## src/hw/rtl/pgb_pkg.sv

```systemverilog
// Shared types, constants and helpers for the packed gray blit block.
package pgb_pkg;

    // Framebuffer size limits used by the bounds flag
    localparam int MAX_FB_COLS   = 2048;
    localparam int MAX_FB_HEIGHT = 2048;

    // Configuration register indexes
    localparam logic [2:0] REG_FB_COLS     = 3'd0;
    localparam logic [2:0] REG_FB_HEIGHT   = 3'd1;
    localparam logic [2:0] REG_DEST_X      = 3'd2;
    localparam logic [2:0] REG_DEST_Y      = 3'd3;
    localparam logic [2:0] REG_BLIT_WIDTH  = 3'd4;
    localparam logic [2:0] REG_BLIT_HEIGHT = 3'd5;
    localparam logic [2:0] REG_PIXEL_DEPTH = 3'd6;

    // Pixel depth codes
    localparam logic DEPTH_1BPP = 1'b0;
    localparam logic DEPTH_2BPP = 1'b1;

    // Gray levels
    localparam logic [3:0] GRAY_BLACK = 4'h0;
    localparam logic [3:0] GRAY_DARK  = 4'h8;
    localparam logic [3:0] GRAY_LIGHT = 4'hD;
    localparam logic [3:0] GRAY_WHITE = 4'hF;

    // Configuration register bank
    typedef struct packed {
        logic [11:0] fb_cols;
        logic [11:0] fb_height;
        logic [10:0] dest_x;
        logic [10:0] dest_y;
        logic [11:0] blit_width;
        logic [11:0] blit_height;
        logic        pixel_depth;
    } t_cfg;

    // One source byte ready for expansion
    typedef struct packed {
        logic [7:0]  src_byte;
        logic [11:0] col0;
        logic [3:0]  count;
        logic [20:0] row_base;
        logic        row_oob;
        logic        row_last;
        logic        depth;
    } t_job;

    // 2-bit code to 4-bit gray
    function automatic logic [3:0] gray2(input logic [1:0] code);
        logic [3:0] g;
        case (code)
            2'd0:    g = GRAY_BLACK;
            2'd1:    g = GRAY_DARK;
            2'd2:    g = GRAY_LIGHT;
            default: g = GRAY_WHITE;
        endcase
        return g;
    endfunction

endpackage

```

## src/hw/rtl/pgb_cfg_regs.sv

```systemverilog
// Configuration register bank written through the plain write port.
module pgb_cfg_regs import pgb_pkg::*; (
    input  logic        i_clk,
    input  logic        i_rst_n,
    input  logic        i_cfg_we,
    input  logic [2:0]  i_cfg_index,
    input  logic [11:0] i_cfg_wdata,
    output t_cfg        o_cfg
);

    t_cfg r_cfg;

    // Register writes; unknown indexes are ignored
    always_ff @(posedge i_clk) begin
        if (!i_rst_n) begin
            r_cfg <= '0;
        end else if (i_cfg_we) begin
            case (i_cfg_index)
                REG_FB_COLS:     r_cfg.fb_cols     <= i_cfg_wdata;
                REG_FB_HEIGHT:   r_cfg.fb_height   <= i_cfg_wdata;
                REG_DEST_X:      r_cfg.dest_x      <= i_cfg_wdata[10:0];
                REG_DEST_Y:      r_cfg.dest_y      <= i_cfg_wdata[10:0];
                REG_BLIT_WIDTH:  r_cfg.blit_width  <= i_cfg_wdata;
                REG_BLIT_HEIGHT: r_cfg.blit_height <= i_cfg_wdata;
                REG_PIXEL_DEPTH: r_cfg.pixel_depth <= i_cfg_wdata[0];
                default: ;
            endcase
        end
    end

    assign o_cfg = r_cfg;

endmodule

```

## src/hw/rtl/pgb_walker.sv

```systemverilog
// Rectangle walker: column/row counters, row address multiply, job build.
module pgb_walker import pgb_pkg::*; (
    input  logic  i_clk,
    input  logic  i_rst_n,
    input  t_cfg  i_cfg,
    input  logic  i_accept,
    input  logic [7:0] i_src_byte,
    output logic  o_load,
    output t_job  o_job
);

    logic [11:0] r_col, r_row;
    logic [11:0] n_col, n_row;

    logic        empty, stale;
    logic [11:0] c_eff, r_eff, remain;
    logic [3:0]  per_byte, count;
    logic [12:0] py, col_sum, row_inc;
    logic [10:0] pitch;
    logic [23:0] prod;

    // Restart the walk when the counters lie outside the rectangle
    assign empty  = (i_cfg.blit_width == '0) || (i_cfg.blit_height == '0);
    assign stale  = (r_col >= i_cfg.blit_width) || (r_row >= i_cfg.blit_height);
    assign c_eff  = stale ? '0 : r_col;
    assign r_eff  = stale ? '0 : r_row;

    // Pixels taken from this byte
    assign per_byte = (i_cfg.pixel_depth == DEPTH_2BPP) ? 4'd4 : 4'd8;
    assign remain   = i_cfg.blit_width - c_eff;
    assign count    = (remain > 12'(per_byte)) ? per_byte : remain[3:0];

    // Row start address and row bounds
    assign py    = 13'(i_cfg.dest_y) + 13'(r_eff);
    assign pitch = i_cfg.fb_cols[11:1];
    assign prod  = 24'(py) * 24'(pitch);
    assign row_inc = 13'(r_eff) + 13'd1;

    always_comb begin
        o_job.src_byte = i_src_byte;
        o_job.col0     = c_eff;
        o_job.count    = count;
        o_job.row_base = prod[20:0];
        o_job.row_oob  = (py >= 13'(i_cfg.fb_height))
                      || ({1'b0, py} >= 14'(MAX_FB_HEIGHT));
        o_job.row_last = (row_inc == 13'(i_cfg.blit_height));
        o_job.depth    = i_cfg.pixel_depth;
    end

    assign o_load = i_accept && !empty;

    // Counter advance at the end of each byte
    assign col_sum = 13'(c_eff) + 13'(count);
    always_comb begin
        n_col = col_sum[11:0];
        n_row = r_eff;
        if (col_sum >= 13'(i_cfg.blit_width)) begin
            n_col = '0;
            n_row = (row_inc >= 13'(i_cfg.blit_height)) ? '0 : row_inc[11:0];
        end
    end

    always_ff @(posedge i_clk) begin
        if (!i_rst_n) begin
            r_col <= '0;
            r_row <= '0;
        end else if (o_load) begin
            r_col <= n_col;
            r_row <= n_row;
        end
    end

endmodule

```

## src/hw/rtl/pgb_expand.sv

```systemverilog
// Pixel expander: one nibble write per cycle from the held byte unless stalled, output register.
module pgb_expand import pgb_pkg::*; (
    input  logic        i_clk,
    input  logic        i_rst_n,
    input  t_cfg        i_cfg,
    input  logic        i_load,
    input  t_job        i_job,
    output logic        o_take,
    input  logic        i_pix_stall,
    output logic        o_pix_valid,
    output logic [20:0] o_fb_addr,
    output logic        o_high_nibble,
    output logic [3:0]  o_gray_level,
    output logic        o_out_of_range,
    output logic        o_last_of_byte,
    output logic        o_last_of_blit
);

    t_job        r_job;
    logic        r_busy;
    logic [2:0]  r_k;
    logic        r_out_valid;
    logic [20:0] r_addr;
    logic        r_high, r_oob, r_lbyte, r_lblit;
    logic [3:0]  r_gray;

    logic        advance, emit, last;
    logic [11:0] col;
    logic [12:0] px, col_inc;
    logic [3:0]  gray;
    logic [1:0]  code;

    // Handshake between held byte and output register
    assign advance = !r_out_valid || !i_pix_stall;
    assign emit    = r_busy && advance;
    assign last    = (4'(r_k) + 4'd1) == r_job.count;
    assign o_take  = !r_busy || (emit && last);

    // Current pixel position
    assign col     = r_job.col0 + 12'(r_k);
    assign px      = 13'(i_cfg.dest_x) + 13'(col);
    assign col_inc = 13'(col) + 13'd1;

    // Gray expansion, leftmost pixel in the top bits
    always_comb begin
        case (r_k[1:0])
            2'd0:    code = r_job.src_byte[7:6];
            2'd1:    code = r_job.src_byte[5:4];
            2'd2:    code = r_job.src_byte[3:2];
            default: code = r_job.src_byte[1:0];
        endcase
        if (r_job.depth == DEPTH_2BPP) begin
            gray = gray2(code);
        end else begin
            gray = r_job.src_byte[3'd7 - r_k] ? GRAY_BLACK : GRAY_WHITE;
        end
    end

    // Byte hold register and pixel index
    always_ff @(posedge i_clk) begin
        if (!i_rst_n) begin
            r_busy <= 1'b0;
            r_k    <= '0;
        end else begin
            if (emit) begin
                if (last) begin
                    r_busy <= 1'b0;
                end else begin
                    r_k <= r_k + 3'd1;
                end
            end
            if (i_load) begin
                r_busy <= 1'b1;
                r_k    <= '0;
            end
        end
    end

    always_ff @(posedge i_clk) begin
        if (i_load) begin
            r_job <= i_job;
        end
    end

    // Output register
    always_ff @(posedge i_clk) begin
        if (!i_rst_n) begin
            r_out_valid <= 1'b0;
        end else if (advance) begin
            r_out_valid <= emit;
        end
    end

    always_ff @(posedge i_clk) begin
        if (emit) begin
            r_addr  <= r_job.row_base + 21'(px[12:1]);
            r_high  <= px[0];
            r_gray  <= gray;
            r_oob   <= r_job.row_oob || (px >= 13'(i_cfg.fb_cols))
                    || ({1'b0, px} >= 14'(MAX_FB_COLS));
            r_lbyte <= last;
            r_lblit <= (col_inc == 13'(i_cfg.blit_width)) && r_job.row_last;
        end
    end

    assign o_pix_valid    = r_out_valid;
    assign o_fb_addr      = r_addr;
    assign o_high_nibble  = r_high;
    assign o_gray_level   = r_gray;
    assign o_out_of_range = r_oob;
    assign o_last_of_byte = r_lbyte;
    assign o_last_of_blit = r_lblit;

endmodule

```

## src/hw/rtl/packed_gray_blit_to_nibble_fb.sv

```systemverilog
// Top level of the packed 1/2-bit to 4-bit gray framebuffer blit.
//
//  Channel | Direction | Handshake                | Payload
//  src     | in        | i_src_valid / o_src_stall | i_src_byte
//  pix     | out       | o_pix_valid / i_pix_stall | o_fb_addr, o_high_nibble, o_gray_level,
//          |           |                           | o_out_of_range, o_last_of_byte,
//          |           |                           | o_last_of_blit
//  cfg     | in        | i_cfg_we                  | i_cfg_index, i_cfg_wdata
//
// One pixel write leaves per cycle while i_pix_stall is low; a byte holds up to 8
// pixels in 1-bit mode, up to 4 in 2-bit mode, fewer at a row end.
// The single-byte hold register in the expander sets the pace; the next byte is
// taken in the cycle its predecessor's last pixel moves to the output register.
// A byte's first pixel passes the hold register, then the output register.
// Synchronous active-low reset clears counters and valids; a pixel stall holds
// the output register and back-pressures src.
module packed_gray_blit_to_nibble_fb import pgb_pkg::*; (
    input  logic        i_clk,
    input  logic        i_rst_n,
    input  logic        i_cfg_we,
    input  logic [2:0]  i_cfg_index,
    input  logic [11:0] i_cfg_wdata,
    input  logic        i_src_valid,
    output logic        o_src_stall,
    input  logic [7:0]  i_src_byte,
    output logic        o_pix_valid,
    input  logic        i_pix_stall,
    output logic [20:0] o_fb_addr,
    output logic        o_high_nibble,
    output logic [3:0]  o_gray_level,
    output logic        o_out_of_range,
    output logic        o_last_of_byte,
    output logic        o_last_of_blit
);

    t_cfg cfg;
    t_job job;
    logic take, load;

    pgb_cfg_regs u_cfg (
        .i_clk       (i_clk),
        .i_rst_n     (i_rst_n),
        .i_cfg_we    (i_cfg_we),
        .i_cfg_index (i_cfg_index),
        .i_cfg_wdata (i_cfg_wdata),
        .o_cfg       (cfg)
    );

    // Source transfer whenever the expander can take a byte
    assign o_src_stall = !take;

    pgb_walker u_walk (
        .i_clk      (i_clk),
        .i_rst_n    (i_rst_n),
        .i_cfg      (cfg),
        .i_accept   (i_src_valid && take),
        .i_src_byte (i_src_byte),
        .o_load     (load),
        .o_job      (job)
    );

    pgb_expand u_exp (
        .i_clk          (i_clk),
        .i_rst_n        (i_rst_n),
        .i_cfg          (cfg),
        .i_load         (load),
        .i_job          (job),
        .o_take         (take),
        .i_pix_stall    (i_pix_stall),
        .o_pix_valid    (o_pix_valid),
        .o_fb_addr      (o_fb_addr),
        .o_high_nibble  (o_high_nibble),
        .o_gray_level   (o_gray_level),
        .o_out_of_range (o_out_of_range),
        .o_last_of_byte (o_last_of_byte),
        .o_last_of_blit (o_last_of_blit)
    );

endmodule

```

## config.mk

```make
export PLATFORM = sky130hd
export DESIGN_NAME = packed_gray_blit_to_nibble_fb
export DESIGN_NICKNAME = d
export VERILOG_FILES = /design/src/hw/rtl/pgb_pkg.sv /design/src/hw/rtl/pgb_cfg_regs.sv /design/src/hw/rtl/pgb_walker.sv /design/src/hw/rtl/pgb_expand.sv /design/src/hw/rtl/packed_gray_blit_to_nibble_fb.sv
export SDC_FILE = /design/constraint.sdc
export NUM_CORES = 1
export LEC_CHECK = 0
export ABC_CLOCK_PERIOD_IN_PS = 19500
export BUFFER_PORTS_ARGS = -buffer_cell sky130_fd_sc_hd__buf_4
export CAP_MARGIN = 20
export CORE_ASPECT_RATIO = 2
export CORE_MARGIN = 2
export CORE_UTILIZATION = 25
export DETAILED_ROUTE_END_ITERATION = 10
export SYNTH_ARGS = -nofsm -noshare
export SYNTH_HDL_FRONTEND = slang
export SYNTH_HIERARCHICAL = 1
export SYNTH_SLANG_ARGS = --single-unit
```

## constraint.sdc

```tcl
create_clock -name i_clk -period 19.5 [get_ports i_clk]
set_input_delay 3.9 -clock i_clk [delete_from_list [all_inputs] [get_ports i_clk]]
set_output_delay 3.9 -clock i_clk [all_outputs]
set_load 0.1 [all_outputs]
```

* Yosys cells after proc, flatten, opt, wreduce, memory -nomap -nowiden
Index checks and enable logic that the tools add are counted.
** Operators by class
- Reductions and logical operators :: 34
- $add $sub $neg :: 11
- Multipliers :: 1
- Equality and inequality tests :: 13
- Bitwise operators :: 2
- Magnitude comparators :: 10
- Muxes and demuxes :: 16
** Operators with widths (number)
- $mux W12 :: 5
- $ge A13 B12 Y1 :: 4
- $add A11 B12 Y13 :: 2
- $add A12 B1 Y13 const B :: 2
- $eq A13 B12 Y1 :: 2
- $ge A13 B12 Y1 const B :: 2
- $ge A12 B12 Y1 :: 2
- $logic_not A12 Y1 :: 2
- $add A21 B12 Y21 :: 1
- $mul A13 B11 Y21 :: 1
- $reduce_and A2 Y1 :: 9
- $mux W4 :: 4
- $add A12 B4 Y13 :: 1
- $add A12 B3 Y12 :: 1
- $gt A12 B4 Y1 :: 1
- $pmux W4 S3 :: 1
- $sub A12 B12 Y12 :: 1
- $eq A3 B3 Y1 const B :: 3
- $logic_or A1 B1 Y1 :: 7
- $eq A3 B2 Y1 const B :: 2
- $pmux W2 S3 :: 1
- $logic_and A1 B1 Y1 :: 5
- $logic_not A1 Y1 :: 5
- $add A3 B1 Y4 const B :: 1
- 14 further kinds :: 22
** Word-level totals
- Input bits :: 28
- Output and inout port bits :: 31
- Logic and storage cells :: 112
- Flip-flop bits (word level) :: 177

* Depth between registers and ports, before layout
- Word-level depth :: 9
- Mapped depth :: 42
- Depth with buffers taken out :: 38

* By module
The synthesis kept the hierarchy.
** Modules (own cells, without submodules)
- pgb_walker :: seq. area each 480.5 um^2, cells an instance 1101, times used 1, area each 8670.8 um^2
- pgb_expand :: seq. area each 2382.3 um^2, cells an instance 484, times used 1, area each 5418.9 um^2
- pgb_cfg_regs :: seq. area each 1421.4 um^2, cells an instance 248, times used 1, area each 2585.0 um^2
- packed_gray_blit_to_nibble_fb :: seq. area each 0.0 um^2, cells an instance 2, times used 1, area each 10.0 um^2

* Least setup slack after synthesis
OpenSTA, ideal clock, no wires.
- Path type :: register to register
- Start :: register u_cfg.r_cfg, in the netlist u_cfg/o_cfg[22]
- End :: register u_exp/r_job[23] (netlist bit), data pin
- Required time :: 19240 ps
- Path slack :: 10817 ps
- Cell stages (with the launch flop) :: 40
- Arrival time :: 8423 ps
- Clock period less this slack :: 8683 ps
- Buffers on the path :: 4
- Library setup time :: 260 ps
- Path through :: dfxtp_1 -> inv_1 -> ha_1 -> a21oi_1 -> o21ai_0 -> a2111oi_4 -> o21ai_2 -> nor2_1 -> buf_2 -> clkbuf_1 -> clkbuf_1 -> nand2_1 -> inv_1 -> ha_1 -> a21o_1 -> a21oi_1 -> o21ai_0 -> o311a_1 -> (+4 left out) -> nand2_1 -> fa_1 -> inv_1 -> fa_1 -> inv_1 -> fa_1 -> inv_1 -> fa_1 -> inv_1 -> fa_1 -> inv_1 -> ha_1 -> nand2_1 -> o32ai_1 -> and3b_1 -> nor3_1 -> a31oi_1 -> xnor2_1
** RTL lines
- from (decl) :: line pgb_cfg_regs.sv:11 : t_cfg r_cfg;
- to (signal assigned) :: line pgb_expand.sv:81 : r_job <= i_job;
- to (decl) :: line pgb_expand.sv:19 : t_job r_job;

==> impl_metrics.tcl <==
set metrics [dict create \
    yosysWarnings 6 \
    fmax_ghz 0.106 \
    grt_start_max_net_pins 69 \
    outcome "completed" \
    grt_use_total_pct 12.0 \
    crit_path_end_kind "register" \
    htreeDepth 4 \
    nets 2172 \
    cp_num_buf_inv 7 \
    die_h_um 369 \
    num_vias 13000 \
    fin_crit_sh_pct 48.6 \
    hold_class "register to register" \
    clkLatencyLatePin_ps 450 \
    grt_pass1_wl_um 67500 \
    worstPathMaxFanout 14 \
    postCtsSetupBuffers 0 \
    crit_path_start "u_cfg/o_cfg[22]$_SDFFE_PN0P_" \
    cts_tree "yes" \
    cts_buffers 17 \
    rr_startpoint "u_cfg/o_cfg[22]$_SDFFE_PN0P_" \
    core_area_um2 66400 \
    ff2ff_setup_slack_ps 10030 \
    antennaDiodeCount 0 \
    drt_wl_total_um 41000 \
    hold_violations 0 \
    clkSinkCount 176 \
    synthTopCellsByArea "ha_1 (14%), edfxtp_1 (14%), fa_1 (12%), dfxtp_1 (12%), nand2_1 (5.5%)" \
    drc 0 \
    syn_nets 2150 \
    dpl-instance-area_um2 18000 \
    gp_congestion 0.830 \
    cp_data_arrival_time_ps 9660 \
    synth-async-reset-ratio_pct 0 \
    routed_via_density 4.72 \
    dp_hpwl_um 31400 \
    yosys-top-cells-count "nand2_1 (244), inv_1 (232), ha_1 (185)" \
    ys_seq_elements 176 \
    worst_pin_slew_ps 1100 \
    ir_worst_vdd_mv 0.0628 \
    required_ps 19690 \
    rsz0062_at_grt "false" \
    overflow 0 \
    rows 134 \
    die_area_um2 68900 \
    io-pin-count 59 \
    synth_cells 1835 \
    cts.repair.resized 0 \
    nFillCells 7076 \
    cts_buffer_depth 2 \
    ys_seq_area_share_pct 25.7 \
    ys.flop_type "dfxtp_1" \
    yosysUniqueCellTypes 92 \
    synth.top_cell.area_share_pct 13.9 \
    power.density_nw_per_um2 48.0 \
    skew_ps 16.6 \
    synth_most_common_cell "nand2_1" \
    crit_slowest_cell "nor3_1" \
    cts_root_buf "clkbuf_16" \
    syn_to_final_growth_pct 11.3 \
    netlist_area_um2 16700 \
    start_util_pct 25.1 \
    first_pass_iters 7 \
    crit_top_cell "inv_1" \
    crit_type "register to register" \
    relSlewSlack_pct 26.4 \
    hold_start "u_cfg/o_cfg[48]$_SDFFE_PN0P_" \
    die_x_um 187 \
    post_drt_wl_per_cell_um 14.9 \
    antenna_found_initial 1 \
    yosysTopAreaCell "ha_1" \
    maxCapViolCount 0 \
    leakagePower_nw 8.15 \
    synth_edf_count 76 \
    first_global_vias 12800 \
    cp-start-kind "register" \
    port-buffer-count 58 \
    setup_viol 0 \
    syn_area_per_cell_um2 9.09 \
    drt-initial-drc-count 833 \
    antenna_left 0 \
    max_stage_delay_ps 580 \
    min_period_ps 9470 \
    drive_above_1_share_pct 7.49 \
    ctsHoldBuffers 0 \
    final_cell_area_um2 18600 \
    clk_pin_slew_worst_paths_ps 80 \
    finalPower_uw 891 \
    setup_tns_ps 0 \
    cpLargestDelayFamily "adder cells" \
    finalMaxSlewViolations 0 \
]
-- routing by layer --
metal / wire [um] / vias to the layer above / global-route usage, %
li1: - / 6365 / -
met1: 19400 / 6312 / 16.3
met2: 19300 / 279 / 20.1
met3: 1720 / 33 / 1.59
met4: 517 / 2 / 2.72
met5: 13 / - / 0
-- final cells by class --
type                       instances  area, um2  area share (%)
multi-input combinational       1356      11200            60.2
sequential                       176       4280            23.1
tap                              884       1110            5.96
inverter                         233        875            4.71
timing repair buffer              73        548            2.95
clock buffer                      18        429            2.31
clock inverter                    14        144           0.775
-- kinds of logic after synthesis --
family                     share of synthesized area, %
xor gates and xnor gates                           5.43
buffers and inverters                              7.31
adders and majority gates                          26.1
and+or+nand+nor                                    17.9
AOI/OAI and AO/OA                                  12.7
DFF                                                25.7
muxes                                              4.84
-- cells in the final DEF (no fill, tap or decap), drive strengths merged, types with 17 or more instances in the layout --
cell type	count
and3	17
buf	73
dfxtp	100
inv	242
clkbuf	18
nand3	40
nor2b	24
xnor2	70
a21o	35
ha	185
nand4	21
a21oi	70
edfxtp	76
nor2	63
o21ai	51
fa	102
and2	73
xor2	27
mux2i	75
nor3	43
nand2	244
-- stage by stage --
stage                     utilization (%)  hold slack [ps]  setup WS [ps]  std cells
after floorplan                         -              435          10820       1835
after global placement               27.1              446          10090       2721
after detailed placement             27.1              450           9890       2721
after CTS                            28.0              462           9850       2753
after global routing                 28.0              482           9210       2754
final                                28.0              464          10030       2754
-- worst min-delay path: cells and delay by family, from the launching register on --
| family | cells | cell delay [ps] |
|---|---|---|
| flip-flops | 1 | 320 |
| AND/OR/NAND/NOR | 1 | 50 |
| multiplexers | 1 | 50 |
-- power by group --
group	leakage [nW]	internal (mW)	switching, mW	total, mW
registers	1.54	0.394	0.00839	0.402
logic	6.33	0.0500	0.0970	0.147
clock network	0.285	0.172	0.170	0.341
total	8.15	0.616	0.275	0.891
-- state kept, by name, summed over array words and instances, names as in the netlist --
signal                cells
u_exp/o_out_of_range      1
u_exp/o_high_nibble       1
u_walk/r_col             12
u_exp/o_gray_level        3
u_walk/r_row             12
u_exp/r_k                 3
u_exp/o_last_of_byte      1
u_exp/o_last_of_blit      1
u_exp/r_busy              1
u_exp/o_fb_addr          21
u_cfg/o_cfg              71
u_exp/r_job              48
u_exp/o_pix_valid         1
-- worst paths after layout --
path | endpoint | cells after the start
worst min register to register | u_cfg/o_cfg[48]$_SDFFE_PN0P_ | 2
worst max-delay path | u_exp/r_job[23]$_DFFE_PP_ | 33
worst min-delay path | u_cfg/o_cfg[48]$_SDFFE_PN0P_ | 2
worst max register to register | u_exp/r_job[23]$_DFFE_PP_ | 33
No activity file was read; power rests on OpenSTA's default activity.
